## src/rtl/cbd_pkg.sv

```systemverilog
// Package: shared types, constants and helpers for the chunked body decoder.
`timescale 1ns / 1ps
package cbd_pkg;

  // Default width of the chunk size and byte counter
  localparam int SIZE_BITS_DEF = 32;

  // Control characters
  localparam logic [7:0] CH_CR = 8'h0D;
  localparam logic [7:0] CH_LF = 8'h0A;
  localparam logic [7:0] CH_SP = 8'h20;
  localparam logic [7:0] CH_HT = 8'h09;

  // Hex digit radix shift (one nibble)
  localparam int NIBBLE_BITS = 4;

  typedef enum logic [2:0] {
    PH_SIZE  = 3'd0,
    PH_DATA  = 3'd1,
    PH_CR    = 3'd2,
    PH_LF    = 3'd3,
    PH_DONE  = 3'd4,
    PH_ERROR = 3'd5
  } phase_t;

  // One input byte as held in the input register
  typedef struct packed {
    logic [7:0] in_byte;
    logic       body_start;
  } item_t;

  // One decoded result
  typedef struct packed {
    logic [7:0] payload_byte;
    logic       payload_valid;
    logic       chunk_last_byte;
    logic       body_done;
    logic       framing_error;
  } result_t;

  typedef struct packed {
    logic       ok;
    logic [3:0] val;
  } hex_t;

  // Decode one ASCII hex digit
  function automatic hex_t hex_decode(input logic [7:0] c);
    hex_t h;
    h.ok  = 1'b1;
    h.val = 4'd0;
    if (c inside {[8'h30:8'h39]}) begin
      h.val = 4'(c - 8'h30);
    end else if (c inside {[8'h61:8'h66]}) begin
      h.val = 4'(c - 8'h57);
    end else if (c inside {[8'h41:8'h46]}) begin
      h.val = 4'(c - 8'h37);
    end else begin
      h.ok  = 1'b0;
    end
    return h;
  endfunction

endpackage

```

## src/rtl/chunked_body_decoder_top.sv

```systemverilog
// Top level of the chunked body decoder.
//
//   channel | direction | handshake           | fields
//   --------+-----------+---------------------+-------------------------------------
//   in      | input     | in_valid / in_stall | in_byte, in_body_start
//   out     | output    | out_valid/out_stall | out_payload_byte, out_payload_valid,
//           |           |                     | out_chunk_last_byte, out_body_done,
//           |           |                     | out_framing_error
//
// One byte per clock while out_stall is low, via the input and result registers.
// The size-line accumulator and byte counter update in a single pass per byte.
// Synchronous active-low reset returns the decoder to the start of a size line.
// A stall on the result side holds the result and, once the input register is
// full, stalls the input side in the same cycle.
`timescale 1ns / 1ps
module chunked_body_decoder_top
  import cbd_pkg::*;
#(
  parameter int SIZE_BITS = SIZE_BITS_DEF
) (
  input  logic       clk,
  input  logic       rst_n,
  input  logic       in_valid,
  output logic       in_stall,
  input  logic [7:0] in_byte,
  input  logic       in_body_start,
  output logic       out_valid,
  input  logic       out_stall,
  output logic [7:0] out_payload_byte,
  output logic       out_payload_valid,
  output logic       out_chunk_last_byte,
  output logic       out_body_done,
  output logic       out_framing_error
);

  logic    item_valid;
  item_t   item;
  logic    out_ready;
  logic    advance;
  result_t res;

  // Move the held byte into the result register
  assign advance = item_valid && out_ready;

  cbd_in_stage u_in (
    .clk           (clk),
    .rst_n         (rst_n),
    .in_valid      (in_valid),
    .in_stall      (in_stall),
    .in_byte       (in_byte),
    .in_body_start (in_body_start),
    .down_ready    (out_ready),
    .item_valid    (item_valid),
    .item          (item)
  );

  cbd_core #(
    .SIZE_BITS (SIZE_BITS)
  ) u_core (
    .clk     (clk),
    .rst_n   (rst_n),
    .advance (advance),
    .item    (item),
    .res     (res)
  );

  cbd_out_stage u_out (
    .clk                 (clk),
    .rst_n               (rst_n),
    .load                (advance),
    .res                 (res),
    .ready               (out_ready),
    .out_valid           (out_valid),
    .out_stall           (out_stall),
    .out_payload_byte    (out_payload_byte),
    .out_payload_valid   (out_payload_valid),
    .out_chunk_last_byte (out_chunk_last_byte),
    .out_body_done       (out_body_done),
    .out_framing_error   (out_framing_error)
  );

endmodule

```

## src/rtl/cbd_in_stage.sv

```systemverilog
// Input register: holds one accepted byte until the decoder takes it.
`timescale 1ns / 1ps
module cbd_in_stage
  import cbd_pkg::*;
(
  input  logic       clk,
  input  logic       rst_n,
  input  logic       in_valid,
  output logic       in_stall,
  input  logic [7:0] in_byte,
  input  logic       in_body_start,
  input  logic       down_ready,
  output logic       item_valid,
  output item_t      item
);

  logic  valid_r;
  item_t item_r;

  // Accept when empty or when the held item moves on in this cycle
  assign in_stall   = valid_r && !down_ready;
  assign item_valid = valid_r;
  assign item       = item_r;

  // Hold the occupancy flag
  always_ff @(posedge clk) begin
    if (!rst_n) begin
      valid_r <= 1'b0;
    end else if (!in_stall) begin
      valid_r <= in_valid;
    end
  end

  // Load the byte on transfer
  always_ff @(posedge clk) begin
    if (in_valid && !in_stall) begin
      item_r.in_byte    <= in_byte;
      item_r.body_start <= in_body_start;
    end
  end

endmodule

```

## src/rtl/cbd_core.sv

```systemverilog
// Decoder core: framing state and the single-pass decode of one byte.
`timescale 1ns / 1ps
module cbd_core
  import cbd_pkg::*;
#(
  parameter int SIZE_BITS = SIZE_BITS_DEF
) (
  input  logic    clk,
  input  logic    rst_n,
  input  logic    advance,
  input  item_t   item,
  output result_t res
);

  phase_t               phase_r, phase_nxt, cur_phase;
  logic [SIZE_BITS-1:0] size_r, size_nxt, cur_size;
  logic [SIZE_BITS-1:0] count_r, count_nxt, cur_count, count_inc;
  logic                 open_r, open_nxt, cur_open;
  logic                 begun_r, begun_nxt, cur_begun;
  logic                 cr_r, cr_nxt, cur_cr;
  logic [7:0]           b;
  hex_t                 hx;
  logic                 size_sat;

  assign b  = item.in_byte;
  assign hx = hex_decode(b);

  // Start of body: clear state before decoding this byte
  always_comb begin
    if (item.body_start) begin
      cur_phase = PH_SIZE;
      cur_size  = '0;
      cur_count = '0;
      cur_open  = 1'b1;
      cur_begun = 1'b0;
      cur_cr    = 1'b0;
    end else begin
      cur_phase = phase_r;
      cur_size  = size_r;
      cur_count = count_r;
      cur_open  = open_r;
      cur_begun = begun_r;
      cur_cr    = cr_r;
    end
  end

  // Another nibble would overflow: saturate
  assign size_sat  = |cur_size[SIZE_BITS-1 -: NIBBLE_BITS];
  assign count_inc = cur_count + SIZE_BITS'(1);

  // Next state and result
  always_comb begin
    phase_nxt           = cur_phase;
    size_nxt            = cur_size;
    count_nxt           = cur_count;
    open_nxt            = cur_open;
    begun_nxt           = cur_begun;
    cr_nxt              = cur_cr;
    res.payload_byte    = 8'd0;
    res.payload_valid   = 1'b0;
    res.chunk_last_byte = 1'b0;
    case (cur_phase)
      PH_SIZE: begin
        if (cur_cr && b == CH_LF) begin
          cr_nxt    = 1'b0;
          count_nxt = '0;
          phase_nxt = (cur_size == '0) ? PH_DONE : PH_DATA;
        end else begin
          cr_nxt = (b == CH_CR);
          if (cur_open) begin
            if (hx.ok) begin
              begun_nxt = 1'b1;
              size_nxt  = size_sat ? '1
                        : {cur_size[SIZE_BITS-NIBBLE_BITS-1:0], hx.val};
            end else if (!cur_begun && (b == CH_SP || b == CH_HT)) begin
              // skip leading blank
            end else begin
              open_nxt = 1'b0;
            end
          end
        end
      end
      PH_DATA: begin
        res.payload_byte  = b;
        res.payload_valid = 1'b1;
        count_nxt         = count_inc;
        if (count_inc >= cur_size) begin
          res.chunk_last_byte = 1'b1;
          phase_nxt           = PH_CR;
        end
      end
      PH_CR: begin
        phase_nxt = (b == CH_CR) ? PH_LF : PH_ERROR;
      end
      PH_LF: begin
        if (b == CH_LF) begin
          phase_nxt = PH_SIZE;
          size_nxt  = '0;
          count_nxt = '0;
          open_nxt  = 1'b1;
          begun_nxt = 1'b0;
          cr_nxt    = 1'b0;
        end else begin
          phase_nxt = PH_ERROR;
        end
      end
      PH_DONE: begin
      end
      default: begin
        phase_nxt = PH_ERROR;
      end
    endcase
    res.body_done     = (phase_nxt == PH_DONE);
    res.framing_error = (phase_nxt == PH_ERROR);
  end

  // Advance state when the byte moves to the result register
  always_ff @(posedge clk) begin
    if (!rst_n) begin
      phase_r <= PH_SIZE;
      size_r  <= '0;
      count_r <= '0;
      open_r  <= 1'b1;
      begun_r <= 1'b0;
      cr_r    <= 1'b0;
    end else if (advance) begin
      phase_r <= phase_nxt;
      size_r  <= size_nxt;
      count_r <= count_nxt;
      open_r  <= open_nxt;
      begun_r <= begun_nxt;
      cr_r    <= cr_nxt;
    end
  end

endmodule

```

## src/rtl/cbd_out_stage.sv

```systemverilog
// Result register: holds one decoded result until the receiver takes it.
`timescale 1ns / 1ps
module cbd_out_stage
  import cbd_pkg::*;
(
  input  logic       clk,
  input  logic       rst_n,
  input  logic       load,
  input  result_t    res,
  output logic       ready,
  output logic       out_valid,
  input  logic       out_stall,
  output logic [7:0] out_payload_byte,
  output logic       out_payload_valid,
  output logic       out_chunk_last_byte,
  output logic       out_body_done,
  output logic       out_framing_error
);

  logic    valid_r;
  result_t res_r;

  // Free when empty or when the held result transfers now
  assign ready = !valid_r || !out_stall;

  always_ff @(posedge clk) begin
    if (!rst_n) begin
      valid_r <= 1'b0;
    end else if (ready) begin
      valid_r <= load;
    end
  end

  always_ff @(posedge clk) begin
    if (load) begin
      res_r <= res;
    end
  end

  assign out_valid           = valid_r;
  assign out_payload_byte    = res_r.payload_byte;
  assign out_payload_valid   = res_r.payload_valid;
  assign out_chunk_last_byte = res_r.chunk_last_byte;
  assign out_body_done       = res_r.body_done;
  assign out_framing_error   = res_r.framing_error;

endmodule

```

## config.mk

```make
export PLATFORM = sky130hd
export DESIGN_NAME = chunked_body_decoder_top
export DESIGN_NICKNAME = d
export VERILOG_FILES = /design/src/rtl/cbd_pkg.sv /design/src/rtl/chunked_body_decoder_top.sv /design/src/rtl/cbd_in_stage.sv /design/src/rtl/cbd_core.sv /design/src/rtl/cbd_out_stage.sv
export SDC_FILE = /design/constraint.sdc
export NUM_CORES = 1
export LEC_CHECK = 0
export BUFFER_PORTS_ARGS = -buffer_cell sky130_fd_sc_hd__buf_2
export CAP_MARGIN = 20
export CORE_AREA = 2 2 114 116
export DETAILED_ROUTE_END_ITERATION = 10
export DIE_AREA = 0 0 116 118
export MAX_ROUTING_LAYER = met4
export PLACE_DENSITY = 0.66
export SLEW_MARGIN = 20
export SYNTH_ARGS = -nofsm -noshare
export SYNTH_HDL_FRONTEND = slang
export SYNTH_SLANG_ARGS = --single-unit
```

## constraint.sdc

```tcl
create_clock -name clk -period 10.2 [get_ports clk]
set_input_delay 0.51 -clock clk [delete_from_list [all_inputs] [get_ports clk]]
set_output_delay 0.51 -clock clk [all_outputs]
set_load 0.1 [all_outputs]
```

==> reports/summary.log <==
INFO  status         run_status=finished clean
INFO  pwr            power-per-cell-area=127nW/um^2
INFO  critical_path  criticalPathCategory=reg -> reg
INFO  drt            count_of_vias_placed_by_the_detailed_router=5,446
INFO  die            die_area=13,700um^2
INFO  timing         period_minus_slack=4.13ns
INFO  critical_path  crit_required=10.30ns
INFO  synthesis      number_of_warnings_reported_in_the_yosys_synthesis_log=0
INFO  synthesis      synth-edff-count=21
INFO  clock_tree     number_of_setup_buffers_added_after_cts=0
INFO  final_layout   antenna-diode-count=0
INFO  critical_path  timing.critical_path.buf_inv=2
INFO  synthesis      ys_ff_latch=93
INFO  critical_path  path_cells=buf_4 -> nand3b_1 -> nor3_1 -> and3_1 -> nand3_1 -> xor2_1 -> nor2_1 -> ha_1 -> a21oi_1 -> o21ai_0 -> a2111oi_0 -> o211ai_1 -> o211ai_1 -> inv_1
INFO  synthesis      synth_xor_xnor_area_share=0.0462
INFO  synthesis      synth.area.top_cells=dfxtp_1, edfxtp_1, ha_1
INFO  placement      buffer_ports.inserted=26
INFO  drt            drt.antenna.violating_nets=0
INFO  die            die-height=118um
INFO  clock_tree     clock_sinks=93
INFO  die            rows=41
INFO  critical_path  crit_top_cell=o211ai_1
INFO  clock_tree     insertion_delay=0.35ns
INFO  synthesis      fraction_of_the_mapped_netlist_area_in_compound_gates=0.226
INFO  run            cap_violations=0
INFO  synthesis      synth_area_leader_cell=dfxtp_1
INFO  timing         final-hold-violation-count=0
INFO  global_route   grt_pass1_vias=5,102
INFO  clock_tree     clock_pin_slew_worst_setup_and_hold_paths=0.07ns
INFO  global_route   grt_first_pass_wirelength=27,100um
INFO  timing         tightestPinTransition=0.989ns
INFO  drt            dr.pass1.iters=5
INFO  hold_path      hold_path.class=in -> reg
INFO  timing         fin_ws=6.07ns
INFO  synthesis      share_of_cell_area_taken_by_muxes_after_synthesis=0.0101
INFO  synthesis      synth_adder_area_share=0.0764
INFO  synthesis      post-synth-top-area-fraction=0.238
INFO  critical_path  timing.reg2reg.worst_path_depth=14
INFO  synthesis      synth-async-reset-ratio=0
INFO  timing         rsz0062_at_grt=false
INFO  pwr            leakage=2.61nW
INFO  timing         achievable-frequency=0.242GHz
INFO  clock_tree     cts-htree-levels=3
INFO  critical_path  crit_path_top_delay_cell=nor3_1
INFO  die            die_x=116um
INFO  synthesis      synth_simple_gate_area_frac=0.257
INFO  clock_tree     tritoncts=done
INFO  clock_tree     clock_path_buffers=2
INFO  synthesis      seq_area_frac_synth=0.342
INFO  final_layout   layoutNonFillerInstCount=883
INFO  hold_path      worstHoldPathCells=1
INFO  critical_path  worstPathMaxFanout=54
INFO  placement      placedCellCount=867
INFO  final_layout   layout-drive-gt1-share=0.0942
INFO  critical_path  worstSetupEndpointType=register
INFO  drt            avgRoutedWirePerCell=19.0um
INFO  placement      setup_ws_pre_cts=6.13ns
INFO  critical_path  critical_path.top_delay_family=simple AND/OR/NAND/NOR gates
INFO  timing         slew_viol_final=0
INFO  die            floorplan.core_area=12,400um^2
INFO  drt            avgViaCountPerCell=6.17
INFO  placement      routabilityCongestion=0.890
INFO  critical_path  worstPathArrival=4.24ns
INFO  clock_tree     cts_hold_buffers=0
INFO  placement      placed_wire_length_estimate=12,100um
INFO  synthesis      synth_common_cells=nand2_1, dfxtp_1, nor2_1, ha_1, a21oi_1
INFO  timing         skew=0.00744ns
INFO  final_layout   areaGrowthSynthToFinish=8.36%
INFO  critical_path  timing.critical_path.slowest_cell_delay=0.59ns
INFO  timing         final_tns_setup=0ns
INFO  clock_tree     cts_root_buf=clkbuf_16
INFO  timing         final-setup-viol-count=0
INFO  final_layout   fin_nets=756
INFO  global_route   antenna_found_initial=0
INFO  drt            drc=0
INFO  timing         layout_worst_path_cycle_share=0.405
INFO  pwr            vdd_ir_drop_max=0.0000769V
INFO  critical_path  critical_path_depth=14
INFO  synthesis      post_synth.cell_area_avg=8.60um^2
INFO  final_layout   layout.filler_cells=1,193
INFO  critical_path  kind_of_launch_point_of_the_worst_setup_path=register
INFO  global_route   grt_overflow_total=0
INFO  synthesis      synthesis.instances=705
INFO  clock_tree     cts-buffers-inserted=9
INFO  die            initial_utilization=0.488
INFO  synthesis      dominantRegCellSynth=dfxtp_1
INFO  drt            routed_wirelength=16,800um
INFO  die            io-pin-count=27
INFO  synthesis      most_instantiated_library_cell_after_synthesis=nand2_1
INFO  synthesis      yosysUniqueCellTypes=84
INFO  global_route   gr-usage-all-layers=0.260
INFO  synthesis      netlist_area=6060um^2
INFO  timing         timing.max_slew.rel_slack=0.341
INFO  synthesis      largest_family_of_logic_cells_by_synthesized_area=simple AND/OR/NAND/NOR gates
INFO  clock_tree     cts.repair.resized=0
INFO  global_route   grt_start_max_net_pins=55
INFO  synthesis      mappedNetlistNets=755
INFO  drt            drt-initial-drc-count=497
-- worst reg2reg max path, delay by kind of cell (launching register included) --
kind	cells	cell delay, ns
AO/OA/AOI/OAI	5	1.09
XOR/XNOR	1	0.15
adder cells (fa/ha/maj)	1	0.32
buffers and inverters	2	0.39
flip-flops	1	0.36
AND/OR/NAND/NOR	5	1.58
-- path summary, 6_finish.rpt --
path                          from                        end  slack (ns)
setup reg to reg      u_in.item[0]  u_out.out_chunk_last_byte        6.07
hold / removal          in_byte[1]               u_in.item[2]        0.33
hold reg to reg   u_core.size_r[2]           u_core.size_r[2]        0.48
setup / recovery      u_in.item[0]  u_out.out_chunk_last_byte        6.07
-- placed cells by master, fill, tap and decap left out, types with 14 or more instances in the layout --
cell type  instances
nand2_1          100
edfxtp_1          21
nor2b_1           25
nor2_1            55
xor2_1            14
buf_2             26
a21oi_1           31
ha_1              37
a22o_1            27
dfxtp_1           72
nand3_1           28
xnor2_1           18
o21ai_0           18
-- stage by stage --
stage / utilization / hold WS [ns] / area, um^2 / power, W
2_1_floorplan: - / 0.444 / 6060 / 0.000459
3_3_place_gp: 0.504 / 0.459 / 6250 / 0.000476
3_5_place_dp: 0.504 / 0.463 / 6250 / 0.000477
4_1_cts: 0.529 / 0.317 / 6570 / 0.000842
5_1_grt: 0.529 / 0.329 / 6570 / 0.000859
6_report: 0.529 / 0.329 / 6570 / 0.000836
-- cell families after synthesis --
| kind of cell | count (synthesis) |
|---|---|
| simple gates | 302 |
| compound gates | 180 |
| flops | 93 |
| buf+inv | 55 |
| fa+ha+maj | 37 |
| xor+xnor | 32 |
| mux | 6 |
-- metal layers --
metal	share of wire	GRT usage	vias up
met5	0	-	-
met4	0.022	0.0915	0
met3	0.060	0.0391	28
met2	0.43	0.357	174
met1	0.48	0.385	2635
li1	-	-	2609
-- area by class of cell --
class | count | area, um^2 | share of cell area
clock buffers | 10 | 229 | 0.0349
clock inverters | 6 | 87.6 | 0.0133
inverters | 13 | 48.8 | 0.00743
multi-input cells | 557 | 3740 | 0.570
flip-flops and latches | 93 | 2070 | 0.315
well taps | 172 | 215 | 0.0328
repair buffers | 32 | 175 | 0.0267
-- report_power, final --
group	internal (W)	leakage, nW	switching (W)
combinational	0.0000210	1.68	0.0000593
sequential	0.000383	0.781	0.00000782
clock	0.000215	0.146	0.000151
-- registers in the layout, indices dropped and copies added (netlist names) --
register,flops
u_core.begun_r,1
u_core.count_r,32
u_core.cr_r,1
u_core.open_r,1
u_core.phase_r,3
u_core.size_r,32
u_in.item,9
u_in.item_valid,1
u_out.out_body_done,1
u_out.out_chunk_last_byte,1
u_out.out_framing_error,1
u_out.out_payload_byte,8
u_out.out_payload_valid,1
u_out.out_valid,1
No activity file was read; power rests on OpenSTA's default activity.
